$ cat src/sv/iadc_pkg.sv
// ----------------------------------------------------------------------------
// iadc_pkg
// Shared types, codes and constants of the I2C ADC register model.
// ----------------------------------------------------------------------------
package iadc_pkg;

  // Field widths.
  localparam int unsigned PinW   = 23;
  localparam int unsigned AddrW  = 7;
  localparam int unsigned ByteW  = 8;
  localparam int unsigned CodeW  = 16;
  localparam int unsigned NumW   = 40;
  localparam int unsigned QuotW  = 24;
  localparam int unsigned RecipW = 27;
  localparam int unsigned RecipShift = 33;

  // Bus event kinds.
  typedef enum logic [1:0] {
    ActConnect    = 2'd0,
    ActRead       = 2'd1,
    ActWrite      = 2'd2,
    ActDisconnect = 2'd3
  } action_e;

  // Register indexes.
  localparam logic [1:0] RegConversion = 2'd0;
  localparam logic [1:0] RegConfig     = 2'd1;
  localparam logic [1:0] RegLoThresh   = 2'd2;
  localparam logic [1:0] RegHiThresh   = 2'd3;

  // Write sequence stages; any stage from WsLsb upwards acts as WsLsb.
  localparam logic [1:0] WsPointer = 2'd0;
  localparam logic [1:0] WsMsb     = 2'd1;
  localparam logic [1:0] WsLsb     = 2'd2;

  // Reset values.
  localparam logic [AddrW-1:0] BusAddrReset = 7'h48;
  localparam logic [CodeW-1:0] ConvReset    = 16'h0000;
  localparam logic [CodeW-1:0] ConfigReset  = 16'h8583;
  localparam logic [CodeW-1:0] LoReset      = 16'h8000;
  localparam logic [CodeW-1:0] HiReset      = 16'h7FFF;
  localparam logic [CodeW-1:0] BusyFlag     = 16'h8000;
  localparam logic [CodeW:0]   CodeMax      = 17'd32767;

  // Reciprocals ceil(2^33 / c) for the odd part c of the full scale.
  localparam logic [RecipW-1:0] Recip125 = 27'd68719477;
  localparam logic [RecipW-1:0] Recip375 = 27'd22906493;

  // One accepted input word.
  typedef struct packed {
    logic [1:0]            action;
    logic [AddrW-1:0]      target_address;
    logic                  read_request;
    logic [ByteW-1:0]      write_byte;
    logic [3:0][PinW-1:0]  pins;
  } item_t;

  // Conversion request from the control logic.
  typedef struct packed {
    logic       start;
    logic [2:0] mux;
    logic [2:0] pga;
  } conv_req_t;

  // Conversion result, valid for one cycle.
  typedef struct packed {
    logic             valid;
    logic [CodeW-1:0] code;
  } conv_res_t;

  // Full scale in microvolts.
  function automatic logic [PinW-1:0] fs_uv(logic [2:0] pga);
    logic [PinW-1:0] fs;
    case (pga)
      3'd0:    fs = 23'd6144000;
      3'd1:    fs = 23'd4096000;
      3'd2:    fs = 23'd2048000;
      3'd3:    fs = 23'd1024000;
      3'd4:    fs = 23'd512000;
      default: fs = 23'd256000;
    endcase
    return fs;
  endfunction

  // Full scale is c * 2^s; this gives s + 1 (the extra bit halves the sum).
  function automatic logic [4:0] fs_shift(logic [2:0] pga);
    logic [4:0] sh;
    case (pga)
      3'd0:    sh = 5'd15;
      3'd1:    sh = 5'd16;
      3'd2:    sh = 5'd15;
      3'd3:    sh = 5'd14;
      3'd4:    sh = 5'd13;
      default: sh = 5'd12;
    endcase
    return sh;
  endfunction

endpackage

$ cat src/sv/iadc_conv.sv
// ----------------------------------------------------------------------------
// iadc_conv
// Voltage to code conversion: clamp and scale in front of a stage register,
// reciprocal multiply, sign and saturation behind it.
// ----------------------------------------------------------------------------
module iadc_conv (
  input  logic                                    clk_i,
  input  logic                                    rst_ni,
  input  iadc_pkg::conv_req_t                     req_i,
  input  logic [3:0][iadc_pkg::PinW-1:0]          pins_i,
  output iadc_pkg::conv_res_t                     res_o
);

  logic                         single;
  logic [iadc_pkg::PinW-1:0]    pos_pin;
  logic [iadc_pkg::PinW-1:0]    neg_pin;
  logic [iadc_pkg::PinW:0]      diff;
  logic [iadc_pkg::PinW:0]      diff_abs;
  logic [iadc_pkg::PinW-1:0]    fs;
  logic [iadc_pkg::PinW-1:0]    mag;
  logic [iadc_pkg::NumW-1:0]    mag_ext;
  logic [iadc_pkg::NumW-1:0]    num;
  logic [iadc_pkg::QuotW-1:0]   x_d;

  logic                         valid_q;
  logic                         neg_q;
  logic                         wide_q;
  logic [iadc_pkg::QuotW-1:0]   x_q;

  logic [iadc_pkg::RecipW-1:0]  recip;
  logic [iadc_pkg::QuotW+iadc_pkg::RecipW-1:0] prod;
  logic [iadc_pkg::CodeW:0]     quot;
  logic [iadc_pkg::CodeW:0]     quot_neg;

  // Input selection: the upper half of the mux codes is single-ended.
  always_comb begin
    single  = req_i.mux[2];
    pos_pin = pins_i[req_i.mux[1:0]];
    neg_pin = '0;
    case (req_i.mux)
      3'd0: begin
        pos_pin = pins_i[0];
        neg_pin = pins_i[1];
      end
      3'd1: begin
        pos_pin = pins_i[0];
        neg_pin = pins_i[3];
      end
      3'd2: begin
        pos_pin = pins_i[1];
        neg_pin = pins_i[3];
      end
      3'd3: begin
        pos_pin = pins_i[2];
        neg_pin = pins_i[3];
      end
      default: begin
        pos_pin = pins_i[req_i.mux[1:0]];
        neg_pin = '0;
      end
    endcase
  end

  // Clamp the magnitude to full scale and form 2*mag*K + FS, divided by the
  // power-of-two part of 2*FS. What remains is a division by 125 or 375.
  always_comb begin
    diff     = {1'b0, pos_pin} - {1'b0, neg_pin};
    diff_abs = diff[iadc_pkg::PinW] ? (~diff + 1'b1) : diff;
    fs       = iadc_pkg::fs_uv(req_i.pga);
    mag      = (diff_abs[iadc_pkg::PinW-1:0] > fs) ? fs : diff_abs[iadc_pkg::PinW-1:0];
    mag_ext  = iadc_pkg::NumW'(mag);
    num      = (mag_ext << 16) - (single ? (mag_ext << 1) : '0)
               + iadc_pkg::NumW'(fs);
    x_d      = iadc_pkg::QuotW'(num >> iadc_pkg::fs_shift(req_i.pga));
  end

  // Stage register between scaling and the reciprocal multiply.
  always_ff @(posedge clk_i or negedge rst_ni) begin
    if (!rst_ni) begin
      valid_q <= 1'b0;
    end else begin
      valid_q <= req_i.start;
    end
  end

  always_ff @(posedge clk_i) begin
    if (req_i.start) begin
      x_q    <= x_d;
      neg_q  <= diff[iadc_pkg::PinW];
      wide_q <= (req_i.pga == 3'd0);
    end
  end

  // Exact floor division by the odd factor, then sign and saturation.
  always_comb begin
    recip    = wide_q ? iadc_pkg::Recip375 : iadc_pkg::Recip125;
    prod     = (iadc_pkg::QuotW+iadc_pkg::RecipW)'(x_q)
               * (iadc_pkg::QuotW+iadc_pkg::RecipW)'(recip);
    quot     = prod[iadc_pkg::RecipShift +: (iadc_pkg::CodeW+1)];
    quot_neg = ~quot + 1'b1;
    res_o.valid = valid_q;
    if (neg_q) begin
      res_o.code = quot_neg[iadc_pkg::CodeW-1:0];
    end else if (quot > iadc_pkg::CodeMax) begin
      res_o.code = iadc_pkg::CodeMax[iadc_pkg::CodeW-1:0];
    end else begin
      res_o.code = quot[iadc_pkg::CodeW-1:0];
    end
  end

endmodule

$ cat config.mk
export PLATFORM = sky130hd
export DESIGN_NAME = iadc_conv
export DESIGN_NICKNAME = d
export VERILOG_FILES = /design/src/sv/iadc_pkg.sv /design/src/sv/iadc_conv.sv
export SDC_FILE = /design/constraint.sdc
export NUM_CORES = 1
export LEC_CHECK = 0
export BUFFER_PORTS_ARGS = -buffer_cell sky130_fd_sc_hd__buf_2
export CAP_MARGIN = 20
export CELL_PAD_IN_SITES_DETAIL_PLACEMENT = 1
export CELL_PAD_IN_SITES_GLOBAL_PLACEMENT = 1
export CORE_ASPECT_RATIO = 0.75
export CORE_MARGIN = 5
export CORE_UTILIZATION = 54
export CTS_BUF_LIST = sky130_fd_sc_hd__clkbuf_8
export DETAILED_ROUTE_END_ITERATION = 16
export GPL_ROUTABILITY_DRIVEN = 1
export PLACE_DENSITY = 0.88
export SETUP_SLACK_MARGIN = 0.1
export SLEW_MARGIN = 10
export SYNTH_ARGS = -nofsm -noshare
export SYNTH_HDL_FRONTEND = slang
export SYNTH_SLANG_ARGS = --single-unit
export TNS_END_PERCENT = 5
$ cat constraint.sdc
create_clock -name clk_i -period 16.1 [get_ports clk_i]
set_input_delay 0.805 -clock clk_i [delete_from_list [all_inputs] [get_ports clk_i]]
set_output_delay 0.805 -clock clk_i [all_outputs]
set_load 0.01 [all_outputs]
==> results.md, run 1 <==
- Run status: finished clean
- Post-DR wirelength/cell: 25.0 um
- Distinct cells, synth: between 90 and 100
- Most used flip-flop cell after synthesis: sky130_fd_sc_hd__edfxtp_1
- Total buffers and inverters traversed by the critical path: 6
- Most common library cell in the layout ignoring fill and taps: sky130_fd_sc_hd__inv_1
- Synth async-reset ratio: 3.70%
- Final-report hold violation count: 0
- Number of buffers added for setup after CTS: 0
- Critical setup path kind: primary input to flop
- Cell mode on critical path: sky130_fd_sc_hd__a21oi_1
- Master of the slowest instance on the critical path: sky130_fd_sc_hd__buf_4
- Vias after detailed routing: 19.5k
- Overflow after GRT: 0
- Synth-to-Final Area Change: 4.95%
- Width of the chip: 243 um
- PortBufs: 117
- Logic depth of the worst path, buffers included: 44
- Share of post-route cells with drive strength above 1: 7.98%
- Post-synthesis area per instance: 8.63 um^2
- Transition time at the pin with the least slew margin: 0.929 ns
- Final design area excluding fillers: roughly 23,000 um^2
- Buffer cell driving the clock tree root: sky130_fd_sc_hd__clkbuf_8
- H-Tree Level Count: 1
- Time the final worst path needs with I/O delays and setup: 11.81 ns
- Total of flip-flops plus latches after synthesis: 27
- Fraction of the cycle the final worst path needs: 73.3%
- Largest stage delay, worst path: 0.58 ns
- First-iteration detailed-routing DRC count: 1,410
- Max_slew headroom: between 30% and 40%
- Std-Cell Core Area: around 41,000 um^2
- Min-Delay Path Class: primary input to asynchronous set/reset pin
- CTS tree: done
- Number of pins with negative max-slew slack in the final report: 0
- Clock-pin slew on the worst setup and hold paths: 0.10 ns
- Placed standard-cell area: 23,000 um^2
- Category of cells accounting for the largest share of critical-path delay: compound AO/OA/AOI/OAI gates
- Crit start category: primary input
- Antenna violations before repair: 4
- Largest net degree at the start of global routing: 71
- RSZ-0062 raised after global routing: no
- Final worst hold slack: 0.276 ns
- Footprint of the multi-input gates: roughly 19,000 um^2
- Global-route usage over all layers: 34.9%
- First-pass iteration count of the detailed router: 5
- Gate count after technology mapping: 2,546
- Number of gates given a new drive strength after cts: 0
- Max cap viols: 0
- Setup tns final: 0 ns
- Netlist area before placement: 22,000 um^2
- Highest-count cells in the layout ignoring fill and taps: sky130_fd_sc_hd__inv_1 (495), sky130_fd_sc_hd__fa_1 (334), sky130_fd_sc_hd__ha_1 (333)
- Die height: 185 um
- Row count: 64
- Filler cell count: 4,845
- Endpoint class of the critical path: flop
- Count of unresolved DRC violations after routing: 0
- Wirelength, routed: 78,500 um
- Area used by sequential logic in the layout: 806 um^2
- Initial Utilization: 54.2%
- Wire length of the first global-routing pass: ~120,000 um
- Global placer's final weighted congestion: between 0.9 and 1
- Number of buffers added to fix hold violations after cts: 0
- Data arrival time of the worst path: roughly 12 ns
- Number of top-level design ports: 118
- Clock tree sinks: 27
- Final setup violation count: 0
- Via density: slightly above 6
- YS warnings: 0
- Worst path required time: 16.13 ns
- Post-layout net count: 3,375
- Crit path max fanout: 70
- Number of flops mapped to enable cells by yosys: 26
- Max Root-Sink Buffers: 2
- Remaining number of nets flagged by the antenna check after routing: 0
- Post-synthesis sequential area ratio: 3.67%
- Max Freq: ~85 MHz
- Post-detailed-placement half-perimeter wirelength: 68,300 um
- Critical Path Start: req_i[4]
- Number of global-route vias before repair: about 22k
- Die Area: 44,900 um^2
- Number of buffers created by CTS: 3
## cell type report
| type | instances | area share, % |
|---|---|---|
| clock buffer | 3 | 0.179 |
| clock inverter | 1 | 0.0326 |
| tap | 528 | 2.86 |
| timing repair buffer | 127 | 2.91 |
| multi-input combinational | 1949 | 82.4 |
| inverter | 499 | 8.13 |
| sequential | 27 | 3.49 |
| antenna | 1 | 0.0109 |
## registers in the layout, summed over array words and instances (netlist names)
signal	flops
x_q	24
neg_q	1
valid_q	1
wide_q	1
## per-stage QoR
stage / std cells / setup slack [ns] / utilization, %
after CTS: 3132 / 4.19 / 56.8
after detailed placement: 3128 / 3.97 / 56.7
final: 3135 / 4.29 / 56.9
after global placement: 3128 / 4.48 / 56.7
after global routing: 3135 / 3.19 / 56.9
after floorplan: 2560 / 5.49 / -
## cell usage after synthesis, drive strengths merged (5+ instances only)
library cell  instances  area, um^2
a211oi               16         120
a21o                 60         450
a21oi               118         602
a221oi                5        56.3
a31oi                16         115
and2                 36         225
and3                 15        93.8
and4                  7        61.3
buf                  20         108
clkbuf               65         244
edfxtp               26         781
fa                  334        6690
ha                  333        4170
inv                 497        1870
mux2                 12         139
mux2i                44         440
mux4                 22         495
nand2               248         931
nand2b               21         131
nand3                38         190
nand3b                6        45.0
nand4                21         131
nor2                115         432
nor2b                25         156
nor3                 37         195
nor3b                 5        37.5
nor4                 13        87.6
o2111a                5        56.3
o2111ai               5        43.8
o211a                 5        57.6
o211ai               12        95.1
o21a                 15         113
o21ai               119         599
o21bai                6        45.0
o221ai                7        61.3
o22ai                 5        37.5
o311ai                5        43.8
o31ai                10        80.1
or2                  16         100
or3                   9        61.3
xnor2                64         561
xor2                 38         333
## cell families after synthesis
kind of cell / count (synthesis) / synth area share (%)
adders and majority gates: 667 / 49.4
and+or+nand+nor: 625 / 13.6
buffers and inverters: 584 / 10.1
AOI/OAI and AO/OA: 461 / 14.2
xor gates and xnor gates: 102 / 4.07
muxes: 78 / 4.89
DFF: 27 / 3.67
other: 2 / 0.0342
## worst max-delay path by stage
stage	end	slack [ns]
finish	x_q[17]	4.29
global route	x_q[16]	3.19
detailed placement	x_q[16]	3.97
global placement	x_q[16]	4.48
floorplan	x_q[17]	5.49
CTS	x_q[17]	4.19
## routing by layer
layer	GRT usage, %	part of all wire (%)	up-vias
li1	-	-	8580
met1	42.6	39	9877
met2	61.7	48	781
met3	7.05	7.4	264
met4	13.3	4.8	6
met5	0	0.060	-
Power of run 1 is left out: the tool's default activity adds up to more than one toggle a clock period on the data nets, which glitch-free logic cannot reach.
==> inputs of run 2 (changes only) <==
--- a/config.mk
+++ b/config.mk
@@ -5,17 +5,18 @@
 export SDC_FILE = /design/constraint.sdc
 export NUM_CORES = 1
 export LEC_CHECK = 0
+export ABC_AREA = 1
 export BUFFER_PORTS_ARGS = -buffer_cell sky130_fd_sc_hd__buf_2
 export CAP_MARGIN = 20
 export CELL_PAD_IN_SITES_DETAIL_PLACEMENT = 1
 export CELL_PAD_IN_SITES_GLOBAL_PLACEMENT = 1
 export CORE_ASPECT_RATIO = 0.75
 export CORE_MARGIN = 5
-export CORE_UTILIZATION = 54
+export CORE_UTILIZATION = 49
 export CTS_BUF_LIST = sky130_fd_sc_hd__clkbuf_8
 export DETAILED_ROUTE_END_ITERATION = 16
 export GPL_ROUTABILITY_DRIVEN = 1
-export PLACE_DENSITY = 0.88
+export PLACE_DENSITY = 0.83
 export SETUP_SLACK_MARGIN = 0.1
 export SLEW_MARGIN = 10
 export SYNTH_ARGS = -nofsm -noshare
==> constraint.sdc (replaced) <==
create_clock -name clk_i -period 11.4 [get_ports clk_i]
set_input_delay 0.57 -clock clk_i [delete_from_list [all_inputs] [get_ports clk_i]]
set_output_delay 0.57 -clock clk_i [all_outputs]
set_load 0.01 [all_outputs]
==> run 2 against run 1 <==
Sequential share of layout area is 0.065 points lower. Wire length is 14% higher. Die area is 11% higher. Critical endpoint is now x_q[19]. Clock-buffer cell count stayed put. Final cell count is 18% higher. Global-route usage is 0.43 points higher. Critical path depth is 9 higher. Setup slack worse by 3.3 ns. First-iteration DRC count is 29% higher. Flip-flop and latch count stayed put.
==> results.md, run 2 <==
- Run status: finished clean
- Max Root-Sink Buffers: 2
- Post-synthesis area per instance: 7.36 um^2
- YS warnings: 0
- Category of cells accounting for the largest share of critical-path delay: simple AND/OR/NAND/NOR gates
- Highest-count cells in the layout ignoring fill and taps: sky130_fd_sc_hd__inv_1 (765), sky130_fd_sc_hd__nand2_1 (489), sky130_fd_sc_hd__fa_1 (334)
- Crit path max fanout: 27
- Filler cell count: 5,872
- Post-DR wirelength/cell: between 20 and 25 um
- PortBufs: 117
- Remaining number of nets flagged by the antenna check after routing: 0
- Distinct cells, synth: between 60 and 70
- Area used by sequential logic in the layout: approximately 810 um^2
- Global-route usage over all layers: 35.4%
- Std-Cell Core Area: 44,800 um^2
- Largest register by flop count: x_q
- Cell type with the highest aggregate area in the netlist: sky130_fd_sc_hd__fa_1
- Worst path required time: 11.44 ns
- Die height: 194 um
- Time the final worst path needs with I/O delays and setup: 10.42 ns
- Number of pins with negative max-slew slack in the final report: 0
- Synth-to-Final Area Change: 5.83%
- Critical setup path kind: primary input to flop
- Total buffers and inverters traversed by the critical path: 10
- Endpoint class of the critical path: flop
- Largest cells by area after synthesis: sky130_fd_sc_hd__fa_1 (30%), sky130_fd_sc_hd__ha_1 (19%), sky130_fd_sc_hd__inv_1 (13%), sky130_fd_sc_hd__nand2_1 (8.3%), sky130_fd_sc_hd__nand3_1 (5.5%)
- Flip-flop count of the largest register after layout: 24
- Master of the slowest instance on the critical path: sky130_fd_sc_hd__fa_1
- Antenna violations before repair: 3
- Number of buffers added to fix hold violations after cts: 0
- Area share of the leading cell type in the synthesized netlist: 30.1%
- Cell with the most instances after synthesis: sky130_fd_sc_hd__inv_1
- Data arrival time of the worst path: 10.45 ns
- Clock-pin slew on the worst setup and hold paths: 0.10 ns
- Final-report hold violation count: 0
- Row count: 67
- Most used standard cells in the synthesized netlist: sky130_fd_sc_hd__inv_1 (765), sky130_fd_sc_hd__nand2_1 (489), sky130_fd_sc_hd__fa_1 (334)
- Buffer cell driving the clock tree root: sky130_fd_sc_hd__clkbuf_8
- Largest net degree at the start of global routing: 51
- First-pass iteration count of the detailed router: 7
- Netlist area before placement: 22,200 um^2
- Max cap viols: 0
- RSZ-0062 raised after global routing: no
- Via density: between 5 and 6
- Die Area: 49,700 um^2
- Number of top-level design ports: 118
- Most used flip-flop cell after synthesis: sky130_fd_sc_hd__edfxtp_1
- Transition time at the pin with the least slew margin: 0.907 ns
- Clock tree sinks: 27
- CTS tree: done
- Min-Delay Path Class: primary input to asynchronous set/reset pin
- Vias after detailed routing: 21.6k
- Gate count after technology mapping: 3,019
- Wire length of the first global-routing pass: 137,000 um
- Global placer's final weighted congestion: approximately 1.0
- Post-layout net count: 3,883
- Width of the chip: 256 um
- Post-synthesis sequential area ratio: 3.63%
- Overflow after GRT: 0
- Synth async-reset ratio: 3.70%
- Crit start category: primary input
- Footprint of the multi-input gates: roughly 18,000 um^2
- Number of flops mapped to enable cells by yosys: 26
- First-iteration detailed-routing DRC count: between 1.5k and 2k
- Final setup violation count: 0
- Count of unresolved DRC violations after routing: 0
- Most common library cell in the layout ignoring fill and taps: sky130_fd_sc_hd__inv_1
- Number of global-route vias before repair: 23.3k
- Fraction of the cycle the final worst path needs: 91.4%
- Number of buffers created by CTS: 3
- Initial Utilization: between 40% and 50%
- Total of flip-flops plus latches after synthesis: 27
- Max Freq: 96.0 MHz
- H-Tree Level Count: 1
- Cell mode on critical path: sky130_fd_sc_hd__nand2_1
- Post-detailed-placement half-perimeter wirelength: 79,700 um
- Largest stage delay, worst path: 0.45 ns
- Wirelength, routed: 89,300 um
- Setup tns final: 0 ns
- Share of post-route cells with drive strength above 1: 5.97%
- Max_slew headroom: 39.5%
[run 2: cell count changes after synthesis, moves of 22 or more]
cell                       delta
sky130_fd_sc_hd__inv_1      +270
sky130_fd_sc_hd__nand2_1    +241
sky130_fd_sc_hd__nand3_1    +207
sky130_fd_sc_hd__nor2_1      +86
sky130_fd_sc_hd__xnor2_1     -50
sky130_fd_sc_hd__a21o_1      -49
sky130_fd_sc_hd__mux2i_1     -44
sky130_fd_sc_hd__a21oi_1     +37
sky130_fd_sc_hd__and2_1      -34
sky130_fd_sc_hd__clkbuf_1    -28
sky130_fd_sc_hd__nor2b_1     -25
sky130_fd_sc_hd__mux4_2      -22
[run 2: logic make-up (layout without fill, tap and decap cells)]
kind of cell    Yosys count  count (layout)  synth area share (%)
other cells               2              18                0.0338
fa+ha+maj               667             667                  48.9
buf+inv                 830             911                  14.2
compound gates          401             401                  10.9
xor+xnor                 51              51                  2.05
simple gates           1041            1041                  20.3
flops                    27              27                  3.63
[run 2: final cells by class]
| type | count | share of cell area, % |
|---|---|---|
| Multi-Input combinational cell | 2176 | 77.9 |
| Inverter | 775 | 12.4 |
| Sequential cell | 27 | 3.43 |
| Tap cell | 586 | 3.12 |
| Timing Repair Buffer | 132 | 2.97 |
| Clock buffer | 3 | 0.176 |
| Clock inverter | 1 | 0.0319 |
| Antenna cell | 2 | 0.0213 |
[run 2: repair_timing]
action | 4_1_cts | 5_1_grt
setup endpoints to repair | 0 | 6
gates resized for setup | 0 | 1
setup buffers | 0 | 0
[run 2: final timing paths]
path	startpoint	endpoint	slack (ns)	cells past startpoint
worst max-delay path	req_i[4]	x_q[19]	0.98	53
min in group clk_i	req_i[1]	wide_q	0.72	2
max in group asynchronous	rst_ni	valid_q	11.23	1
worst min-delay path	rst_ni	valid_q	0.06	1
[run 2: stage by stage]
stage | worst slack (ns) | std cells | area (um^2) | util, % | hold slack, ns
2_1_floorplan | 2.84 | 3033 | 22300 | - | 0.274
4_1_cts | 1.02 | 3700 | 23500 | 52.5 | 0.0630
6_report | 0.983 | 3702 | 23500 | 52.5 | 0.0649
3_3_place_gp | 1.19 | 3696 | 23400 | 52.4 | 0.373
3_5_place_dp | 0.780 | 3696 | 23400 | 52.4 | 0.374
5_1_grt | 0.103 | 3701 | 23500 | 52.5 | 0.0545
[run 2: per-layer routing]
| layer | track usage [%] | share of wire, % | vias to the layer above |
|---|---|---|---|
| met3 | 13.4 | 12 | 158 |
| met4 | 6.51 | 2.4 | 4 |
| met1 | 48.9 | 44 | 10738 |
| met5 | 1.44 | 0.12 | - |
| li1 | - | - | 9722 |
| met2 | 53.7 | 42 | 952 |
Power of run 2 is left out for the same reason.
